==> config.mk <==
export PLATFORM = sky130hd
export DESIGN_NAME = mac_frame_header_parser_core
export DESIGN_NICKNAME = d
export VERILOG_FILES = /design/src/mfhp_pkg.sv /design/src/mac_frame_header_parser_core.sv /design/src/mfhp_parser.sv
export SDC_FILE = /design/constraint.sdc
export NUM_CORES = 1
export LEC_CHECK = 0
export BUFFER_PORTS_ARGS = -buffer_cell sky130_fd_sc_hd__clkbuf_2
export CAP_MARGIN = 0
export CORE_MARGIN = 2
export CORE_UTILIZATION = 45
export DETAILED_ROUTE_END_ITERATION = 10
export SLEW_MARGIN = 25
export SYNTH_ARGS = -nofsm -noshare
export SYNTH_HDL_FRONTEND = slang
export SYNTH_SLANG_ARGS = --single-unit
==> constraint.sdc <==
create_clock -name clock -period 14.33 [get_ports clock]
set_input_delay 2.866 -clock clock [delete_from_list [all_inputs] [get_ports clock]]
set_output_delay 2.866 -clock clock [all_outputs]
set_load 0.01 [all_outputs]
==> src/mfhp_pkg.sv <==
// ----------------------------------------------------------------------------
// MAC frame header parser package
// Types, codes and helper functions shared by the header parser modules.
// ----------------------------------------------------------------------------
package mfhp_pkg;

   localparam int MAX_FRAME_BYTES_DEFAULT = 127;

   localparam logic [15:0] BCAST_VALUE     = 16'hFFFF;
   localparam logic [2:0]  DATA_FRAME_TYPE = 3'd1;
   localparam logic [1:0]  MODE_NONE       = 2'd0;
   localparam logic [1:0]  MODE_RESERVED   = 2'd1;
   localparam logic [1:0]  MODE_SHORT      = 2'd2;
   localparam logic [1:0]  MODE_LONG       = 2'd3;
   localparam int          RESERVED_BIT    = 7;

   typedef enum logic [2:0] {
      STATUS_OK           = 3'd0,
      STATUS_RESERVED_BIT = 3'd1,
      STATUS_NOT_DATA     = 3'd2,
      STATUS_BAD_DST_MODE = 3'd3,
      STATUS_BAD_SRC_MODE = 3'd4,
      STATUS_TRUNCATED    = 3'd5,
      STATUS_TOO_LONG     = 3'd6
   } status_type;

   typedef struct packed {
      logic [7:0]  byte_count;
      logic [15:0] frame_control;
      logic [7:0]  seq_reg;
      logic [15:0] pan_reg;
      logic [63:0] dst_reg;
      logic [63:0] src_reg;
      logic        bcast_flag;
      logic [7:0]  hdr_len_reg;
      status_type  error_code;
   } parse_state_type;

   typedef struct packed {
      status_type  status;
      logic [2:0]  frame_type;
      logic [1:0]  dst_mode;
      logic [1:0]  src_mode;
      logic [7:0]  seq_num;
      logic [15:0] pan_id;
      logic [63:0] dest_address;
      logic [63:0] source_address;
      logic        broadcast;
      logic [7:0]  hdr_len;
      logic [7:0]  payload_len;
   } result_type;

   function automatic logic [3:0] mode_len(input logic [1:0] mode);
      logic [3:0] len;
      unique case (mode)
         MODE_SHORT: len = 4'd2;
         MODE_LONG:  len = 4'd8;
         default:    len = 4'd0;
      endcase
      return len;
   endfunction

   // First byte index of the source address field.
   function automatic logic [3:0] src_start(input logic [15:0] fc, input logic bcast);
      logic [3:0] d;
      logic [3:0] e;
      d = mode_len(fc[11:10]);
      e = (d != 4'd0) ? 4'd5 + d : 4'd3;
      return e + (bcast ? 4'd2 : 4'd0);
   endfunction

   function automatic logic [4:0] header_len(input logic [15:0] fc, input logic bcast);
      return {1'b0, src_start(fc, bcast)} + {1'b0, mode_len(fc[15:14])};
   endfunction

endpackage

==> src/mac_frame_header_parser_core.sv <==
// ----------------------------------------------------------------------------
// MAC frame header parser core
// Parses the MAC header of a radio data frame presented one byte per
// transfer and reports status, modes, addresses and lengths at the last byte.
//
//   Channel   Direction  Handshake          Payload
//   req_      in         req_valid/stall    data_byte, last_byte
//   rsp_      out        rsp_valid/stall    status ... payload_len
//
// One byte is accepted per cycle while req_stall is low; a byte is held in the
// input register and its result, if any, passes from there into the result
// register. The only stall comes from a last byte whose result cannot yet enter
// a full, stalled result register. Reset is synchronous and clears the parse
// state and both valid flags.
// ----------------------------------------------------------------------------
module mac_frame_header_parser_core #(
   parameter int MAX_FRAME_BYTES = mfhp_pkg::MAX_FRAME_BYTES_DEFAULT
) (
   input  logic        clock,
   input  logic        reset,
   input  logic        req_valid,
   output logic        req_stall,
   input  logic [7:0]  req_data_byte,
   input  logic        req_last_byte,
   output logic        rsp_valid,
   input  logic        rsp_stall,
   output logic [2:0]  rsp_status,
   output logic [2:0]  rsp_frame_type,
   output logic [1:0]  rsp_dst_mode,
   output logic [1:0]  rsp_src_mode,
   output logic [7:0]  rsp_seq_num,
   output logic [15:0] rsp_pan_id,
   output logic [63:0] rsp_dest_address,
   output logic [63:0] rsp_source_address,
   output logic        rsp_broadcast,
   output logic [7:0]  rsp_hdr_len,
   output logic [7:0]  rsp_payload_len
);

   logic                 in_valid_ff;
   logic                 in_valid_in;
   logic [7:0]           in_byte_ff;
   logic                 in_last_ff;
   logic                 out_valid_ff;
   logic                 out_valid_in;
   logic                 step;
   logic                 out_load;
   mfhp_pkg::result_type result;
   mfhp_pkg::result_type out_ff;

   assign step      = in_valid_ff && (!in_last_ff || !out_valid_ff || !rsp_stall);
   assign out_load  = step && in_last_ff;
   assign req_stall = in_valid_ff && !step;

   assign in_valid_in  = req_stall ? in_valid_ff : req_valid;
   assign out_valid_in = out_load ? 1'b1 : (rsp_stall ? out_valid_ff : 1'b0);

   mfhp_parser #(
      .MAX_FRAME_BYTES(MAX_FRAME_BYTES)
   ) u_parser (
      .clock     (clock),
      .reset     (reset),
      .step      (step),
      .data_byte (in_byte_ff),
      .last_byte (in_last_ff),
      .result    (result)
   );

   always_ff @(posedge clock) begin
      if (reset) begin
         in_valid_ff  <= 1'b0;
         out_valid_ff <= 1'b0;
      end else begin
         in_valid_ff  <= in_valid_in;
         out_valid_ff <= out_valid_in;
      end
   end

   always_ff @(posedge clock) begin
      if (req_valid && !req_stall) begin
         in_byte_ff <= req_data_byte;
         in_last_ff <= req_last_byte;
      end
      if (out_load) begin
         out_ff <= result;
      end
   end

   assign rsp_valid          = out_valid_ff;
   assign rsp_status         = out_ff.status;
   assign rsp_frame_type     = out_ff.frame_type;
   assign rsp_dst_mode       = out_ff.dst_mode;
   assign rsp_src_mode       = out_ff.src_mode;
   assign rsp_seq_num        = out_ff.seq_num;
   assign rsp_pan_id         = out_ff.pan_id;
   assign rsp_dest_address   = out_ff.dest_address;
   assign rsp_source_address = out_ff.source_address;
   assign rsp_broadcast      = out_ff.broadcast;
   assign rsp_hdr_len        = out_ff.hdr_len;
   assign rsp_payload_len    = out_ff.payload_len;

`ifndef SYNTHESIS
   a_stall_cause: assert property (@(posedge clock) disable iff (reset)
      req_stall |-> (in_valid_ff && in_last_ff && out_valid_ff && rsp_stall))
      else $error("Input stalled without a blocked result.");

   a_result_follows: assert property (@(posedge clock) disable iff (reset)
      out_load |=> rsp_valid)
      else $error("Last byte processed but no result presented.");

   a_error_lengths: assert property (@(posedge clock) disable iff (reset)
      (rsp_valid && rsp_status != mfhp_pkg::STATUS_OK)
      |-> (rsp_hdr_len == 8'd0 && rsp_payload_len == 8'd0))
      else $error("Lengths reported on a failed frame.");

   a_bcast_short: assert property (@(posedge clock) disable iff (reset)
      (rsp_valid && rsp_broadcast) |-> (rsp_dst_mode == mfhp_pkg::MODE_SHORT))
      else $error("Broadcast reported without a short destination.");
`endif

endmodule

==> src/mfhp_parser.sv <==
// ----------------------------------------------------------------------------
// MAC frame header parser state and field capture
// Holds the per-frame parse state, captures each byte by its position and
// forms the result item when the last byte of a frame is processed.
// ----------------------------------------------------------------------------
module mfhp_parser #(
   parameter int MAX_FRAME_BYTES = mfhp_pkg::MAX_FRAME_BYTES_DEFAULT
) (
   input  logic                 clock,
   input  logic                 reset,
   input  logic                 step,
   input  logic [7:0]           data_byte,
   input  logic                 last_byte,
   output mfhp_pkg::result_type result
);

   localparam logic [7:0] MAX_INDEX = 8'(MAX_FRAME_BYTES);

   mfhp_pkg::parse_state_type state_ff;
   mfhp_pkg::parse_state_type state_in;
   mfhp_pkg::parse_state_type cap;
   mfhp_pkg::status_type      err;
   mfhp_pkg::status_type      status;

   logic [7:0] idx;
   logic [3:0] d_len;
   logic [3:0] s_cur;
   logic [3:0] s_len;
   logic [7:0] dst_off;
   logic [7:0] src_off;
   logic [3:0] s_new;
   logic [4:0] hdr_new;
   logic [8:0] len;

   assign idx     = state_ff.byte_count;
   assign d_len   = mfhp_pkg::mode_len(state_ff.frame_control[11:10]);
   assign s_len   = mfhp_pkg::mode_len(state_ff.frame_control[15:14]);
   assign s_cur   = mfhp_pkg::src_start(state_ff.frame_control, state_ff.bcast_flag);
   assign dst_off = idx - 8'd5;
   assign src_off = idx - {4'd0, s_cur};
   assign len     = {1'b0, idx} + 9'd1;

   always_comb begin
      cap = state_ff;
      if (state_ff.error_code == mfhp_pkg::STATUS_OK) begin
         if (idx == 8'd0) begin
            cap.frame_control[7:0] = data_byte;
         end else if (idx == 8'd1) begin
            cap.frame_control[15:8] = data_byte;
         end else if (idx == 8'd2) begin
            cap.seq_reg = data_byte;
         end else if (d_len != 4'd0 && idx == 8'd3) begin
            cap.pan_reg[7:0] = data_byte;
         end else if (d_len != 4'd0 && idx == 8'd4) begin
            cap.pan_reg[15:8] = data_byte;
         end else if (d_len != 4'd0 && idx >= 8'd5 && idx < 8'd5 + {4'd0, d_len}) begin
            cap.dst_reg[{dst_off[2:0], 3'b000} +: 8] = data_byte;
            if (d_len == 4'd2 && idx == 8'd6 && state_ff.pan_reg == mfhp_pkg::BCAST_VALUE
                && {data_byte, state_ff.dst_reg[7:0]} == mfhp_pkg::BCAST_VALUE) begin
               cap.bcast_flag = 1'b1;
            end
         end else if (d_len != 4'd0 && state_ff.bcast_flag
                      && idx == 8'd5 + {4'd0, d_len}) begin
            cap.pan_reg[7:0] = data_byte;
         end else if (d_len != 4'd0 && state_ff.bcast_flag
                      && idx == 8'd6 + {4'd0, d_len}) begin
            cap.pan_reg[15:8] = data_byte;
         end else if (idx >= {4'd0, s_cur} && idx < {4'd0, s_cur} + {4'd0, s_len}) begin
            cap.src_reg[{src_off[2:0], 3'b000} +: 8] = data_byte;
         end
      end
   end

   assign s_new   = mfhp_pkg::src_start(cap.frame_control, cap.bcast_flag);
   assign hdr_new = mfhp_pkg::header_len(cap.frame_control, cap.bcast_flag);

   always_comb begin
      err = state_ff.error_code;
      if (state_ff.error_code == mfhp_pkg::STATUS_OK) begin
         if (idx == 8'd1) begin
            if (cap.frame_control[mfhp_pkg::RESERVED_BIT]) begin
               err = mfhp_pkg::STATUS_RESERVED_BIT;
            end else if (cap.frame_control[2:0] != mfhp_pkg::DATA_FRAME_TYPE) begin
               err = mfhp_pkg::STATUS_NOT_DATA;
            end
         end else if (idx == 8'd2 && cap.frame_control[11:10] == mfhp_pkg::MODE_RESERVED) begin
            err = mfhp_pkg::STATUS_BAD_DST_MODE;
         end
         if (err == mfhp_pkg::STATUS_OK && idx >= 8'd2 && len == {5'd0, s_new}
             && cap.frame_control[15:14] == mfhp_pkg::MODE_RESERVED) begin
            err = mfhp_pkg::STATUS_BAD_SRC_MODE;
         end
         if (err == mfhp_pkg::STATUS_OK && idx >= MAX_INDEX) begin
            err = mfhp_pkg::STATUS_TOO_LONG;
         end
      end
   end

   always_comb begin
      status = err;
      if (err == mfhp_pkg::STATUS_OK && len < {4'd0, hdr_new} + 9'd2) begin
         status = mfhp_pkg::STATUS_TRUNCATED;
      end
   end

   always_comb begin
      result.status         = status;
      result.frame_type     = cap.frame_control[2:0];
      result.dst_mode       = cap.frame_control[11:10];
      result.src_mode       = cap.frame_control[15:14];
      result.seq_num        = cap.seq_reg;
      result.pan_id         = cap.pan_reg;
      result.dest_address   = cap.dst_reg;
      result.source_address = cap.src_reg;
      result.broadcast      = cap.bcast_flag;
      if (status == mfhp_pkg::STATUS_OK) begin
         result.hdr_len     = (err == mfhp_pkg::STATUS_OK && idx >= 8'd2)
                              ? {3'd0, hdr_new} : state_ff.hdr_len_reg;
         result.payload_len = 8'(len - {4'd0, hdr_new} - 9'd2);
      end else begin
         result.hdr_len     = 8'd0;
         result.payload_len = 8'd0;
      end
   end

   always_comb begin
      state_in = state_ff;
      if (step) begin
         if (last_byte) begin
            state_in = '0;
         end else begin
            state_in            = cap;
            state_in.error_code = err;
            if (err == mfhp_pkg::STATUS_OK && idx >= 8'd2) begin
               state_in.hdr_len_reg = {3'd0, hdr_new};
            end
            if (idx != 8'hFF) begin
               state_in.byte_count = idx + 8'd1;
            end
         end
      end
   end

   always_ff @(posedge clock) begin
      if (reset) begin
         state_ff <= '0;
      end else begin
         state_ff <= state_in;
      end
   end

endmodule
==> results.py <==
metrics = {
    "worst_setup_path": {
        "cp-end-kind": "output pin",
        "worstSetupStartpoint": "rsp_stall",
        "rrSetupSlack_ns": 8.19,
        "cp_top_family": "buffers and inverters",
        "worstPathRequired_ns": 11.46,
        "cpMostUsedCell": "clkbuf_2",
        "worstRegToRegCells": 20,
        "startpoint_type": "primary input",
        "r2r-start": "u_parser.idx[0]$_SDFFE_PP0P_",
        "crit_arrival_ns": 3.33,
        "critPathMaxStageDelay_ns": 0.13,
        "crit_fanout": 3,
        "worst-path-buf-inv": 3,
        "r2r-end": "rsp_payload_len[4]$_SDFFCE_PP0P_",
        "crit_chain": "clkbuf_2, nand4_1, inv_1, clkbuf_2",
        "crit_end": "req_stall",
        "path_class": "primary input to output pin",
        "slowest_stage": "clkbuf_2",
        "cp.depth": 4,
    },
    "finish": {
        "layout.nets": 1628,
        "mostFrequentLayoutCell": "clkbuf_2",
        "area_growth_syn_to_layout_pct": 16.1,
        "final_cell_mix": "clkbuf_2 (192), edfxtp_1 (188), dfxtp_1 (182), nand2_1 (133), nor2_1 (127)",
        "drive_above_1_share_pct": 26.2,
        "final_cells": 2059,
        "final_core_util_pct": 53.0,
    },
    "clock_network": {
        "cts_resized": 0,
        "clk_pin_slew_ns": 0.06,
        "cts_made_buffers": 39,
        "cts_hold_buf": 0,
        "clock_sinks": 370,
        "cts-root-buf": "clkbuf_16",
        "cts_tree": "yes",
        "postCtsSetupBuffers": 0,
        "clock_path_buffers": 3,
        "h-tree-depth": 2,
        "worstSkewPairLatency_ns": 0.54,
    },
    "die": {
        "chipHeight_um": 194,
        "die_area_mm2": 0.0376,
        "core_area_mm2": 0.0356,
        "ios": 194,
        "die_w_um": 194,
        "row_count": 69,
        "initial_core_util_pct": 45.6,
    },
    "synthesis": {
        "netlist_area_mm2": 0.0162,
        "yosys_register_bits": 370,
        "synth_edf_count": 188,
        "synth_nets": 1456,
        "synth_cells": 1394,
        "synth_cell_type_count": 79,
        "ys_seq_area_share_pct": 57.2,
        "yosys_most_used_dff": "edfxtp_1",
        "async_flop_share_pct": 0,
        "synth_area_per_cell_um2": 11.6,
        "yosysWarnings": 0,
    },
    "run": {
        "cap_violations": 0,
    },
    "drt": {
        "num_vias": 11500,
        "viasPerCell": 5.60,
        "drc": 0,
        "post_drt_wl_per_cell_um": 19.9,
        "drtIter0Drc": 910,
        "route.final.wire_length_um": 40900,
        "dr.pass1.iters": 5,
        "drtAntennaViolNets": 0,
    },
    "worst_hold_path": {
        "hold_path.class": "flip-flop to flip-flop",
        "min-delay-start": "u_parser.cap[10]$_SDFFE_PP0P_",
    },
    "sta": {
        "fin_tns_setup_ns": 0,
        "period_minus_slack_ns": 6.20,
        "fin_crit_sh_pct": 43.2,
        "tightest_slew_ns": 0.988,
        "maxSlewViolCount": 0,
        "setup_viol": 0,
        "finClkSkew_ns": 0.0165,
        "rsz0062_at_grt": "false",
        "fmax_ghz": 0.161,
        "slew_headroom_pct": 34.1,
        "hold_violations": 0,
    },
    "global_route": {
        "grt_pass1_wl_um": 64200,
        "grt_overflow": 0,
        "grt_start_max_net_pins": 76,
        "grt_pass1_vias": 11100,
        "grt_use_total_pct": 21.4,
        "antenna_found_initial": 0,
    },
    "power": {
        "powerDensity_mw_per_mm2": 117,
        "leakage_nw": 7.34,
        "ir_drop_v": 0.0000831,
    },
    "placed_design": {
        "dp_hpwl_um": 26800,
        "gp_congestion": 0.814,
        "dp_cells": 1986,
        "portBuffers": 193,
    },
    "run_status": {
        "status": "complete, no violations",
    },
}
metrics by stage:
stage | instance area (µm²) | hold WS, ns | power (W) | setup WS (ns)
finish | 18800 | 0.461 | 0.00221 | 8.13
global placement | 17600 | 0.443 | 0.00125 | 8.16
global route | 18800 | 0.477 | 0.00228 | 7.65
CTS | 18800 | 0.461 | 0.00223 | 8.13
floorplan | 16200 | 0.429 | 0.00122 | 5.96
detailed placement | 17600 | 0.444 | 0.00126 | 8.11
area by class of cell:
type                    instances  area (µm²)
diodes                          1        2.50
clock buffers                  53        1060
clock inverters                19         179
fillers                      3121       16700
inverters                      39         146
multi-input cells             900        6450
flip-flops and latches        370        9290
well taps                     461         577
repair buffers                216        1140
synth_stat cells, types with 6 or more instances:
cell type	count	area (µm²)
nand2_1	133	499
a21o_1	13	97.6
a22oi_1	86	646
nor2_1	127	477
and2_1	31	194
o21ai_1	12	60.1
nor3_2	6	60.1
ha_1	47	588
o2bb2ai_1	32	280
a32oi_1	10	87.6
a22o_1	44	385
edfxtp_1	188	5650
clkbuf_1	61	229
nor2b_1	22	138
mux2i_1	7	70.1
xnor2_1	11	96.3
dfxtp_1	182	3640
inv_1	37	139
buf_1	11	41.3
mux2_2	105	1180
xor2_1	10	87.6
o21ai_0	55	275
nor4_1	6	37.5
a21oi_1	12	60.1
nand4_1	11	68.8
nor2_2	7	43.8
nand2b_1	11	68.8
nand3_1	22	110
power breakdown:
part	internal, W	switching (W)	total, W	leakage [nW]
Combinational	0.0000273	0.0000776	0.000105	3.50
Clock	0.000559	0.000413	0.000972	0.601
Sequential	0.00112	0.00000608	0.00113	3.24
worst min path at each step:
stage	endpoint	cells after the start
6_report	u_parser.cap[10]$_SDFFE_PP0P_	1
5_1_grt	u_parser.state_ff[35]$_SDFFE_PP0P_	1
4_1_cts	u_parser.state_ff[28]$_SDFFE_PP0P_	1
3_5_place_dp	u_parser.cap[10]$_SDFFE_PP0P_	1
3_3_place_gp	u_parser.state_ff[36]$_SDFFE_PP0P_	1
2_1_floorplan	u_parser.state_ff[28]$_SDFFE_PP0P_	1
state kept, by name (all words and copies together) (netlist names), 3 cells and up:
| signal | flops |
|---|---|
| rsp_source_address | 64 |
| u_parser.idx | 8 |
| rsp_seq_num | 8 |
| rsp_pan_id | 16 |
| rsp_status | 3 |
| in_byte_ff | 8 |
| rsp_hdr_len | 8 |
| u_parser.cap | 11 |
| rsp_frame_type | 3 |
| rsp_dest_address | 64 |
| rsp_payload_len | 8 |
| u_parser.state_ff | 161 |
layer usage:
layer	global-route usage (%)	routed length, µm
met3	3.24	2550
met4	4.71	702
met5	0	0
met2	33.5	18600
met1	31.6	19100
kinds of logic after synthesis:
kind of cell | synth area share [%]
AOI/OAI and AO/OA | 13.2
xor gates and xnor gates | 1.27
adders and majority gates | 3.87
buffers and inverters | 3.35
DFF | 57.2
muxes | 7.81
and+or+nand+nor | 13.2
Power figures use the tool's default switching activity.
